===== config.mk =====
export PLATFORM = sky130hd
export DESIGN_NAME = ordered_value_list
export DESIGN_NICKNAME = d
export VERILOG_FILES = /design/src/hw/rtl/ovl_pkg.sv /design/src/hw/rtl/ovl_ctrl.sv /design/src/hw/rtl/ovl_dpath.sv /design/src/hw/rtl/ordered_value_list.sv
export SDC_FILE = /design/constraint.sdc
export NUM_CORES = 1
export LEC_CHECK = 0
export BUFFER_PORTS_ARGS = -buffer_cell sky130_fd_sc_hd__buf_2
export CORE_ASPECT_RATIO = 1.75
export CORE_UTILIZATION = 50
export DETAILED_ROUTE_END_ITERATION = 6
export PLACE_DENSITY = 0.66
export REMOVE_ABC_BUFFERS = 1
export SYNTH_ARGS = -nofsm -noshare
export SYNTH_HDL_FRONTEND = slang
export SYNTH_SLANG_ARGS = --single-unit

===== constraint.sdc =====
create_clock -name i_clk -period 5.5 [get_ports i_clk]
set_input_delay 0.275 -clock i_clk [delete_from_list [all_inputs] [get_ports i_clk]]
set_output_delay 0.275 -clock i_clk [all_outputs]
set_load 0.005 [all_outputs]

===== src/hw/rtl/ovl_pkg.sv =====
`timescale 1ns / 1ps

package ovl_pkg;

    localparam int CAPACITY_DEF = 16;
    localparam int VALUE_W      = 32;
    localparam int MODE_W       = 2;
    localparam int STATUS_W     = 2;

    typedef enum logic [MODE_W-1:0] {
        MODE_APPEND   = 2'd0,
        MODE_REMOVE   = 2'd1,
        MODE_TRAVERSE = 2'd2
    } t_mode;

    typedef enum logic [STATUS_W-1:0] {
        ST_DONE      = 2'd0,
        ST_NOT_FOUND = 2'd1,
        ST_EMPTY     = 2'd2,
        ST_FULL      = 2'd3
    } t_status;

    typedef enum logic [2:0] {
        S_IDLE,
        S_SEARCH,
        S_SHIFT,
        S_TRAV,
        S_RESP
    } t_state;

    // controller -> datapath
    typedef struct packed {
        logic    capture;    // latch the incoming value, rewind the pointer
        logic    append_wr;  // write value at tail, count + 1
        logic    count_dec;  // count - 1 at end of a removal
        logic    rd_issue;   // read entry at pointer, pointer + 1
        logic    rd_keep;    // hold read data that was not consumed
        logic    shift_wr;   // write read data one slot down
        logic    out_load;   // load the output register
        logic    out_data;   // entry field from read data, else zero
        t_status out_status;
        logic    out_last;
    } t_cmd;

    // datapath -> controller
    typedef struct packed {
        logic count_zero;
        logic count_full;
        logic rd_vld;
        logic match;
        logic ptr_end;
        logic out_free;
    } t_dp_stat;

endpackage


===== src/hw/rtl/ovl_ctrl.sv =====
`timescale 1ns / 1ps

module ovl_ctrl (
    input  logic                          i_clk,
    input  logic                          i_rst_n,
    input  logic                          i_in_valid,
    input  logic [ovl_pkg::MODE_W-1:0]    i_in_mode,
    output logic                          o_in_ready,
    input  ovl_pkg::t_dp_stat             i_stat,
    output ovl_pkg::t_cmd                 o_cmd
);

    ovl_pkg::t_state  r_state, n_state;
    ovl_pkg::t_status r_resp,  n_resp;
    logic             accept;

    always_ff @(posedge i_clk) begin
        if (!i_rst_n) begin
            r_state <= ovl_pkg::S_IDLE;
            r_resp  <= ovl_pkg::ST_DONE;
        end else begin
            r_state <= n_state;
            r_resp  <= n_resp;
        end
    end

    assign o_in_ready = (r_state == ovl_pkg::S_IDLE);
    assign accept     = o_in_ready && i_in_valid;

    always_comb begin
        n_state = r_state;
        n_resp  = r_resp;
        o_cmd   = '0;
        o_cmd.out_status = ovl_pkg::ST_DONE;
        unique case (r_state)
            ovl_pkg::S_IDLE: begin
                if (accept) begin
                    o_cmd.capture = 1'b1;
                    unique case (i_in_mode)
                        ovl_pkg::MODE_APPEND: begin
                            if (i_stat.count_full) begin
                                n_resp = ovl_pkg::ST_FULL;
                            end else begin
                                o_cmd.append_wr = 1'b1;
                                n_resp          = ovl_pkg::ST_DONE;
                            end
                            n_state = ovl_pkg::S_RESP;
                        end
                        ovl_pkg::MODE_REMOVE: begin
                            if (i_stat.count_zero) begin
                                n_resp  = ovl_pkg::ST_EMPTY;
                                n_state = ovl_pkg::S_RESP;
                            end else begin
                                n_state = ovl_pkg::S_SEARCH;
                            end
                        end
                        ovl_pkg::MODE_TRAVERSE: begin
                            if (i_stat.count_zero) begin
                                n_resp  = ovl_pkg::ST_EMPTY;
                                n_state = ovl_pkg::S_RESP;
                            end else begin
                                n_state = ovl_pkg::S_TRAV;
                            end
                        end
                        default: n_state = ovl_pkg::S_IDLE;  // unused mode, no result
                    endcase
                end
            end
            ovl_pkg::S_SEARCH: begin
                // read data is registered, so it lags the pointer
                if (i_stat.rd_vld && i_stat.match) begin
                    n_state = ovl_pkg::S_SHIFT;
                end else if (i_stat.rd_vld && i_stat.ptr_end) begin
                    n_resp  = ovl_pkg::ST_NOT_FOUND;
                    n_state = ovl_pkg::S_RESP;
                end else begin
                    o_cmd.rd_issue = !i_stat.ptr_end;
                end
            end
            ovl_pkg::S_SHIFT: begin
                o_cmd.shift_wr = i_stat.rd_vld;
                o_cmd.rd_issue = !i_stat.ptr_end;
                if (i_stat.ptr_end) begin
                    o_cmd.count_dec = 1'b1;
                    n_resp          = ovl_pkg::ST_DONE;
                    n_state         = ovl_pkg::S_RESP;
                end
            end
            ovl_pkg::S_TRAV: begin
                o_cmd.out_load = i_stat.rd_vld && i_stat.out_free;
                o_cmd.out_data = 1'b1;
                o_cmd.out_last = i_stat.ptr_end;
                o_cmd.rd_keep  = !i_stat.out_free;
                o_cmd.rd_issue = !i_stat.ptr_end && (!i_stat.rd_vld || i_stat.out_free);
                if (o_cmd.out_load && i_stat.ptr_end) begin
                    n_state = ovl_pkg::S_IDLE;
                end
            end
            ovl_pkg::S_RESP: begin
                o_cmd.out_status = r_resp;
                o_cmd.out_last   = 1'b1;
                if (i_stat.out_free) begin
                    o_cmd.out_load = 1'b1;
                    n_state        = ovl_pkg::S_IDLE;
                end
            end
            default: n_state = ovl_pkg::S_IDLE;
        endcase
    end

    // a traverse or a search only runs over a non-empty list
    a_walk_nonempty: assert property (@(posedge i_clk) disable iff (!i_rst_n)
        (r_state == ovl_pkg::S_TRAV || r_state == ovl_pkg::S_SEARCH) |-> !i_stat.count_zero)
        else $error("walk over empty list");

    // every accepted append goes straight to its single response
    a_single_resp: assert property (@(posedge i_clk) disable iff (!i_rst_n)
        (accept && i_in_mode == ovl_pkg::MODE_APPEND) |=> (r_state == ovl_pkg::S_RESP))
        else $error("append did not go to response");

    a_remove_search: assert property (@(posedge i_clk) disable iff (!i_rst_n)
        (accept && i_in_mode == ovl_pkg::MODE_REMOVE && !i_stat.count_zero)
        |=> (r_state == ovl_pkg::S_SEARCH))
        else $error("remove did not start a search");

endmodule


===== src/hw/rtl/ovl_dpath.sv =====
`timescale 1ns / 1ps

module ovl_dpath #(
    parameter int CAPACITY = ovl_pkg::CAPACITY_DEF
) (
    input  logic                            i_clk,
    input  logic                            i_rst_n,
    input  ovl_pkg::t_cmd                   i_cmd,
    output ovl_pkg::t_dp_stat               o_stat,
    input  logic [ovl_pkg::VALUE_W-1:0]     i_value,
    input  logic                            i_out_ready,
    output logic                            o_out_valid,
    output logic [ovl_pkg::STATUS_W-1:0]    o_out_status,
    output logic [ovl_pkg::VALUE_W-1:0]     o_out_entry,
    output logic                            o_out_last
);

    localparam int CW = $clog2(CAPACITY + 1);
    localparam int IW = $clog2(CAPACITY);

    logic [ovl_pkg::VALUE_W-1:0] mem [CAPACITY];

    logic [ovl_pkg::VALUE_W-1:0]  r_value;
    logic [CW-1:0]                r_count, n_count;
    logic [CW-1:0]                r_ptr,   n_ptr;
    logic                         r_rd_vld, n_rd_vld;
    logic [IW-1:0]                r_cmp_idx;
    logic [ovl_pkg::VALUE_W-1:0]  r_rd_data;
    logic                         r_out_valid, n_out_valid;
    logic [ovl_pkg::STATUS_W-1:0] r_out_status;
    logic [ovl_pkg::VALUE_W-1:0]  r_out_entry;
    logic                         r_out_last;

    logic                         wr_en;
    logic [IW-1:0]                wr_addr;
    logic [ovl_pkg::VALUE_W-1:0]  wr_data;
    logic                         out_free;

    assign out_free = !r_out_valid || i_out_ready;

    // single write port: tail on append, one slot down while compacting
    always_comb begin
        wr_en   = i_cmd.append_wr || i_cmd.shift_wr;
        wr_addr = i_cmd.append_wr ? r_count[IW-1:0] : (r_cmp_idx - 1'b1);
        wr_data = i_cmd.append_wr ? i_value : r_rd_data;
    end

    always_ff @(posedge i_clk) begin
        if (wr_en) begin
            mem[wr_addr] <= wr_data;
        end
        if (i_cmd.rd_issue) begin
            r_rd_data <= mem[r_ptr[IW-1:0]];
            r_cmp_idx <= r_ptr[IW-1:0];
        end
    end

    always_comb begin
        n_count = r_count;
        if (i_cmd.append_wr) begin
            n_count = r_count + 1'b1;
        end else if (i_cmd.count_dec) begin
            n_count = r_count - 1'b1;
        end
        n_ptr = r_ptr;
        if (i_cmd.capture) begin
            n_ptr = '0;
        end else if (i_cmd.rd_issue) begin
            n_ptr = r_ptr + 1'b1;
        end
        n_rd_vld = i_cmd.rd_issue || (i_cmd.rd_keep && r_rd_vld);
        if (i_cmd.capture) begin
            n_rd_vld = 1'b0;
        end
        n_out_valid = i_cmd.out_load || (r_out_valid && !i_out_ready);
    end

    always_ff @(posedge i_clk) begin
        if (!i_rst_n) begin
            r_count     <= '0;
            r_ptr       <= '0;
            r_rd_vld    <= 1'b0;
            r_out_valid <= 1'b0;
        end else begin
            r_count     <= n_count;
            r_ptr       <= n_ptr;
            r_rd_vld    <= n_rd_vld;
            r_out_valid <= n_out_valid;
        end
    end

    always_ff @(posedge i_clk) begin
        if (i_cmd.capture) begin
            r_value <= i_value;
        end
        if (i_cmd.out_load) begin
            r_out_status <= i_cmd.out_status;
            r_out_entry  <= i_cmd.out_data ? r_rd_data : '0;
            r_out_last   <= i_cmd.out_last;
        end
    end

    always_comb begin
        o_stat.count_zero = (r_count == '0);
        o_stat.count_full = (r_count == CW'(CAPACITY));
        o_stat.rd_vld     = r_rd_vld;
        o_stat.match      = (r_rd_data == r_value);
        o_stat.ptr_end    = (r_ptr == r_count);
        o_stat.out_free   = out_free;
    end

    assign o_out_valid  = r_out_valid;
    assign o_out_status = r_out_status;
    assign o_out_entry  = r_out_entry;
    assign o_out_last   = r_out_last;

    a_count_bound: assert property (@(posedge i_clk) disable iff (!i_rst_n)
        r_count <= CW'(CAPACITY))
        else $error("count above capacity");

    a_no_overwrite: assert property (@(posedge i_clk) disable iff (!i_rst_n)
        (r_out_valid && !i_out_ready) |-> !i_cmd.out_load)
        else $error("output register overwritten while stalled");

    a_read_in_range: assert property (@(posedge i_clk) disable iff (!i_rst_n)
        i_cmd.rd_issue |-> (r_ptr < r_count))
        else $error("read past the last entry");

    a_shift_after_read: assert property (@(posedge i_clk) disable iff (!i_rst_n)
        i_cmd.shift_wr |-> (r_rd_vld && r_cmp_idx != '0 && !i_cmd.append_wr))
        else $error("compaction write without read data");

endmodule


===== src/hw/rtl/ordered_value_list.sv =====
`timescale 1ns / 1ps
// Ordered list of signed 32-bit values, up to CAPACITY entries.
// Input channel s_axis: tuser carries the mode (append, remove first match,
// traverse), tdata the value. Output channel m_axis: tuser carries the
// status (done/element, not found, empty, full), tdata the entry during a
// traverse (zero otherwise), tlast marks the final result of an item.
// One item is worked at a time; s_axis_tready is high only between items.
// Append: 1 result.
// Remove: 1 result after a scan of the entries up to the first match and a
//   compaction of the entries behind it, one entry per cycle.
// Traverse: count results (one empty status when the list is empty), one
//   entry per cycle once started, while the receiver takes them.
// The rate is set by the single read port of the entry memory.
// Reset empties the list; entry memory is not cleared and needs no sweep.
// When the receiver stalls, the result waits in the output register and
// the walk pauses with it; nothing is dropped.
module ordered_value_list #(
    parameter int CAPACITY = ovl_pkg::CAPACITY_DEF
) (
    input  logic                            i_clk,
    input  logic                            i_rst_n,
    input  logic                            s_axis_tvalid,
    output logic                            s_axis_tready,
    input  logic [ovl_pkg::VALUE_W-1:0]     s_axis_tdata,   // [31:0] value
    input  logic [ovl_pkg::MODE_W-1:0]      s_axis_tuser,   // [1:0] mode
    output logic                            m_axis_tvalid,
    input  logic                            m_axis_tready,
    output logic [ovl_pkg::VALUE_W-1:0]     m_axis_tdata,   // [31:0] entry
    output logic [ovl_pkg::STATUS_W-1:0]    m_axis_tuser,   // [1:0] status
    output logic                            m_axis_tlast
);

    ovl_pkg::t_cmd     cmd;
    ovl_pkg::t_dp_stat stat;

    ovl_ctrl u_ctrl (
        .i_clk      (i_clk),
        .i_rst_n    (i_rst_n),
        .i_in_valid (s_axis_tvalid),
        .i_in_mode  (s_axis_tuser),
        .o_in_ready (s_axis_tready),
        .i_stat     (stat),
        .o_cmd      (cmd)
    );

    ovl_dpath #(
        .CAPACITY (CAPACITY)
    ) u_dpath (
        .i_clk        (i_clk),
        .i_rst_n      (i_rst_n),
        .i_cmd        (cmd),
        .o_stat       (stat),
        .i_value      (s_axis_tdata),
        .i_out_ready  (m_axis_tready),
        .o_out_valid  (m_axis_tvalid),
        .o_out_status (m_axis_tuser),
        .o_out_entry  (m_axis_tdata),
        .o_out_last   (m_axis_tlast)
    );

endmodule


* Word level (Yosys, flattened, before mapping)
Memory sizes are Yosys's and may differ from the RTL's. A register that Yosys moved wholly into a read port is not among the register bits.
Cells that the tools add are included.
** Cells by class
- Add/sub/neg operators :: 4
- Eq/ne operators :: 18
- Mux-type cells :: 39
- Bitwise gates (word level) :: 1
- Reductions and logical operators :: 27
** Operators by type and width (count)
- $eq 32x32->1 :: 1
- $mux 32 :: 1
- $mux 3 :: 8
- $mux 2 :: 8
- $pmux 3 s5 :: 1
- $mux 1 :: 12
- $add 5x1->5 const B :: 2
- $mux 5 :: 2
- $pmux 3 s3 :: 1
- $logic_and 1x1->1 :: 8
- $ne 2x1->1 const B :: 4
- $reduce_and 7->1 :: 1
- $eq 3x2->1 const B :: 2
- $ne 3x3->1 const B :: 2
- $pmux 2 s3 :: 1
- $eq 5x5->1 :: 1
- $eq 5x5->1 const B :: 1
- $logic_not 1->1 :: 5
- $logic_not 5->1 :: 1
- $logic_or 1x1->1 :: 5
- $reduce_and 5->1 :: 1
- $sub 5x1->5 const B :: 1
- $mux 4 :: 1
- $ne 2x2->1 const B :: 2
- other kinds (15) :: 17
** Word-level totals
- Flip-flop bits (word level) :: 88
- Memory bits (writable) :: 512
- Bits of input ports :: 38
- Output and inout port bits :: 37
- Memories kept :: 1
** Memory list
- u_dpath.mem :: words 16, bits a word 32, read ports 1, clocked after memory_dff 1, write ports 1, line ovl_dpath.sv:21 : logic [ovl_pkg::VALUE_W-1:0] mem [CAPACITY];

* Longest topological paths before layout
- Depth after elaboration :: 8
- Mapped depth :: 16
- Gate-level depth less buffers :: 12

* Modules after synthesis
From an unflattened synthesis, not the netlist that was laid out.
** Unflattened totals
- Cell total of the unflattened synthesis :: 1201
- Area total of the unflattened synthesis :: 24648.6 sq um
** By module, submodules not included
- ovl_dpath :: times used 1, cells an instance 1126, area an instance 24076.8 sq um
- ovl_ctrl :: times used 1, cells an instance 75, area an instance 571.8 sq um

* Least setup slack after synthesis
Ideal clock, no wire load.
- Path kind :: register -> register
- Start point :: reg u_ctrl.r_state[1]
- End point :: mem u_dpath.mem[12][0] (netlist bit) (enable)
- Arrival :: 4562 ps
- Required time :: 5039 ps
- Slack :: 477 ps
- Stages on the path, launching flop included :: 11
- Path buffers :: 3
- Clock period less this slack :: 5023 ps
- Cells stage by stage :: dfxtp_1 -> buf_2 -> nor3_2 -> and2_1 -> and3_1 -> buf_2 -> inv_2 -> buf_4 -> nor3_1 -> a31oi_1 -> nor3_1
** Between the ends
- Word-level cells in the longest chain between the ends :: 7
- Elaborated cells on any way between the ends :: 10
** Ends and longest elaborated chain
- from (decl) :: line ovl_ctrl.sv:13 : ovl_pkg::t_state r_state, n_state;
- from (signal assigned) :: line ovl_ctrl.sv:19 : r_state <= ovl_pkg::S_IDLE;
- from (signal assigned) :: line ovl_ctrl.sv:22 : r_state <= n_state;
- $logic_not 3->1 * :: line ovl_ctrl.sv:27 : assign o_in_ready = (r_state == ovl_pkg::S_IDLE);
- net s_axis_tready :: line ordered_value_list.sv:23 : output logic s_axis_tready,
- $logic_and 1x1->1 :: line ovl_ctrl.sv:28 : assign accept = o_in_ready && i_in_valid;
- $mux 2 :: line ovl_ctrl.sv:37 : if (accept) begin
- $mux 2 * :: line ovl_ctrl.sv:35 : unique case (r_state)
- $logic_or 1x1->1 :: line ovl_dpath.sv:43 : wr_en = i_cmd.append_wr || i_cmd.shift_wr;
- $mux 1 :: line ovl_dpath.sv:49 : if (wr_en) begin
- $mux 1 (not written as such) :: line ovl_dpath.sv:50 : mem[wr_addr] <= wr_data;
- to (decl) :: line ovl_dpath.sv:21
The timed path passes the listed nets; every way through them passes the cells marked *.

* Worst setup path in the final report
- Start point :: reg u_ctrl.r_state[2]
- End point :: mem u_dpath.mem[0][30] (netlist bit) (enable)
** Between the ends
- Word-level cells in the longest chain between the ends :: 7
- Elaborated cells on any way between the ends :: 10
** Ends and longest elaborated chain (line)
- $logic_not 3->1 :: ovl_ctrl.sv:27, ovl_ctrl.sv:35
- $logic_and 1x1->1 :: ovl_ctrl.sv:28
- $mux 2 :: ovl_ctrl.sv:37
- $mux 2 :: ovl_ctrl.sv:35
- $logic_or 1x1->1 :: ovl_dpath.sv:43
- $mux 1 :: ovl_dpath.sv:49
- $mux 1 (not written as such) :: ovl_dpath.sv:50
Several ways; a longest one is shown, not always the timed one.

==> summary.txt <==
status: finished, final reports clean
Remaining Overflow, GRT: 0
synth-to-layout area growth: 12.8%
Avg Cell Area, Syn: 20.5 um2
fill cell count: 3,671
clock buffer depth: 3
nets@finish: 1,370
routed wire length: 53,600 um
Simple-Gate Fraction of Synth Area: 0.0446
period utilization: 0.682
row count: 107
later-pin clock latency in the skew report: 580 ps
CTS Buf Count: 52
GPL Wtd Cong: 0.849
DP Cell Count: 1,890
met1 global-route usage: 0.323
reg2reg setup slack: 1750 ps
EDFF count, synth: 615
DRT Pass-1 Iters: 5
Total GRT Usage: 0.223
die width: 170 um
Max Transition Viols Final: 0
Die Y: 296 um
Worst Max-Slew Pin Slew: 1110 ps
hold slack: 104 ps
final instance area: 27,900 um2
Slew HR: 0.260
wire per inst: 26.6 um
Post-Syn Instances: 1,202
sequential element share of the synthesized area: 0.762
CTS tree: yes
combinational family with the most area after synthesis: multiplexers
crit path DAT: 3950 ps
CP Class: reg -> reg
maxcap violations: 0
Synth Register Bits: 632
Synth warnings: 0
clock skew: 25.6 ps
Antenna Cells: 0
footprint of the multi-input gates: 5680 um2
clk sinks: 632
# port buffers: 74
Residual DRC: 0
R2R Path Start: u_ctrl.r_state[2]$_SDFFE_PN0P_
Final Hold Fails: 0
Setup crit end kind: register
core area: 48,700 um2
Synth cell types: 50
Adder-Cell Fraction of Synth Area: 0.00537
initial antenna violation count: 0
Post-Syn Area: 24,700 um2
Max Freq: 0.266 GHz
M3 GR Usage: 0.0240
starting DRC count in detailed routing: 1,278
share of layout cells above drive strength 1: 0.259
Synth async-reset ratio: 0
Synth area leaders: edfxtp_1 75%, mux4_2 15%, nand2_1 1.7%
VDD IR max: 0.000251 V
largest net degree at the start of global routing: 72
startpoint types: register
Post-synth top cells: 615 x edfxtp_1, 160 x mux4_2, 111 x nand2_1
worst reg2reg path depth: 7
Setup Total Neg Slack: 0 ps
post_cts resized: 0
post-route ant nets: 0
met2 Use GR: 0.365
die area: 50,300 um2
fin cells: 2,017
hold crit path type: in -> reg
vias: 11,900
Root Driver: clkbuf_16
I/O pins: 75
complex-gate fraction of the synthesized area: 0.0138
vias in the first global route: 12,000
most common cell in the synthesized netlist: edfxtp_1
Reg clk slew, reported paths: 70 ps
mux cell area share after synthesis: 0.147
first-pass GRT wire length: 80,100 um
r2r endpoint: u_dpath.mem[0][30]$_DFFE_PP_
routed vias/inst: 5.88
XOR/XNOR Fraction of Synth Area: 0.0145
post-place instance area: 25,900 um2
# Post-CTS Setup Buffers: 0
area leader, netlist: edfxtp_1
Static Leakage: 8.85 nW
final setup vio count: 0
post-synth top area share: 0.748
Worst Setup EP: u_dpath.mem[0][30]$_DFFE_PP_
main flop type after synthesis: edfxtp_1
RSZ-0062 raised after global routing: no
CP Max Fanout: 32
hold_buf cts: 32
FF+latch area: 18,800 um2
Tmin final: 3750 ps
PwrDens: 341 nW/um2
DP HPWL: 34,500 um
most used routing layer: met2
H-tree depth: 2
crit path launch: u_ctrl.r_state[2]$_SDFFE_PN0P_
Initial Utilization: 0.507
CP required: 5690 ps
-- report_power, final --
part           internal, mW  switching, mW  total (mW)
registers              5.39         0.0436        5.43
logic                 0.145          0.306       0.451
clock network          1.97           1.63        3.60
-- how the worst min path moves through the flow --
stage	end	from	depth (start not counted)	slack (ps)
after global routing	u_dpath.r_count[1]$_SDFFE_PN0P_	i_rst_n	2	100
after CTS	u_dpath.r_count[1]$_SDFFE_PN0P_	i_rst_n	2	70
after detailed placement	u_ctrl.r_resp[1]$_SDFFE_PN0P_	u_ctrl.r_resp[1]$_SDFFE_PN0P_	2	450
after global placement	u_ctrl.r_resp[1]$_SDFFE_PN0P_	u_ctrl.r_resp[1]$_SDFFE_PN0P_	2	450
final	u_dpath.r_count[1]$_SDFFE_PN0P_	i_rst_n	2	100
after floorplan	u_dpath.r_value[0]$_DFFE_PP_	s_axis_tdata[0]	0	370
-- area by class of cell --
type,count,area share
clock inverter,34,0.0107
sequential,632,0.676
multi-input combinational,494,0.204
timing repair buffer,125,0.0304
inverter,17,0.00229
tap,654,0.0294
clock buffer,61,0.0479
-- flip-flops by register name, summed over array words and instances (netlist names) --
signal                flops
u_ctrl.r_resp             2
u_ctrl.r_state            3
u_dpath.mem             512
u_dpath.o_out_entry      32
u_dpath.o_out_last        1
u_dpath.o_out_status      2
u_dpath.o_out_valid       1
u_dpath.r_cmp_idx         4
u_dpath.r_count           5
u_dpath.r_ptr             5
u_dpath.r_rd_data        32
u_dpath.r_rd_vld          1
u_dpath.r_value          32
-- per-layer routing --
layer,wire (um),part of all wire
met1,22600,0.42
met2,27100,0.51
met3,2970,0.055
met4,1000,0.019
met5,0,0
-- per-stage QoR --
stage / power, mW / setup WS (ps) / utilization
3_5_place_dp: 5.97 / 1750 / 0.532
4_1_cts: 9.56 / 1710 / 0.572
5_1_grt: 9.77 / 1450 / 0.572
6_report: 9.49 / 1750 / 0.572
2_1_floorplan: 5.78 / -1650 / -
3_3_place_gp: 5.96 / 1810 / 0.532
-- critical path, stage by stage (launching register included) --
cell	delay (ps)
dfxtp_1	470
nor3_2	340
and2_2	200
and3_2	530
inv_2	210
o21ai_2	360
nand2_1	330
nor2_4	910
-- kinds of logic (layout without fill, tap and decap cells) --
logic type | after synthesis | after routing
muxes | 162 | 162
buffers and inverters | 76 | 237
and+or+nand+nor | 230 | 230
xor gates and xnor gates | 41 | 41
DFF | 632 | 632
AOI/OAI and AO/OA | 51 | 51
adders and majority gates | 10 | 10
-- placed cells by master (no fill, tap or decap), types with 9 or more instances in the layout --
cell type      instances
nand3_1               10
xnor2_1               29
xor2_1                12
edfxtp_1             615
o21ai_0               10
dfxtp_1               13
buf_4                 18
nor2_4                13
mux4_2               160
clkinv_1              16
dlygate4sd3_1         32
nand2_1              111
ha_1                   9
clkbuf_16             52
a21oi_1                9
buf_2                 74
inv_1                 15
clkbuf_1               9
and2_1                35
nor2_1                11
(Power assumes the default switching activity.)
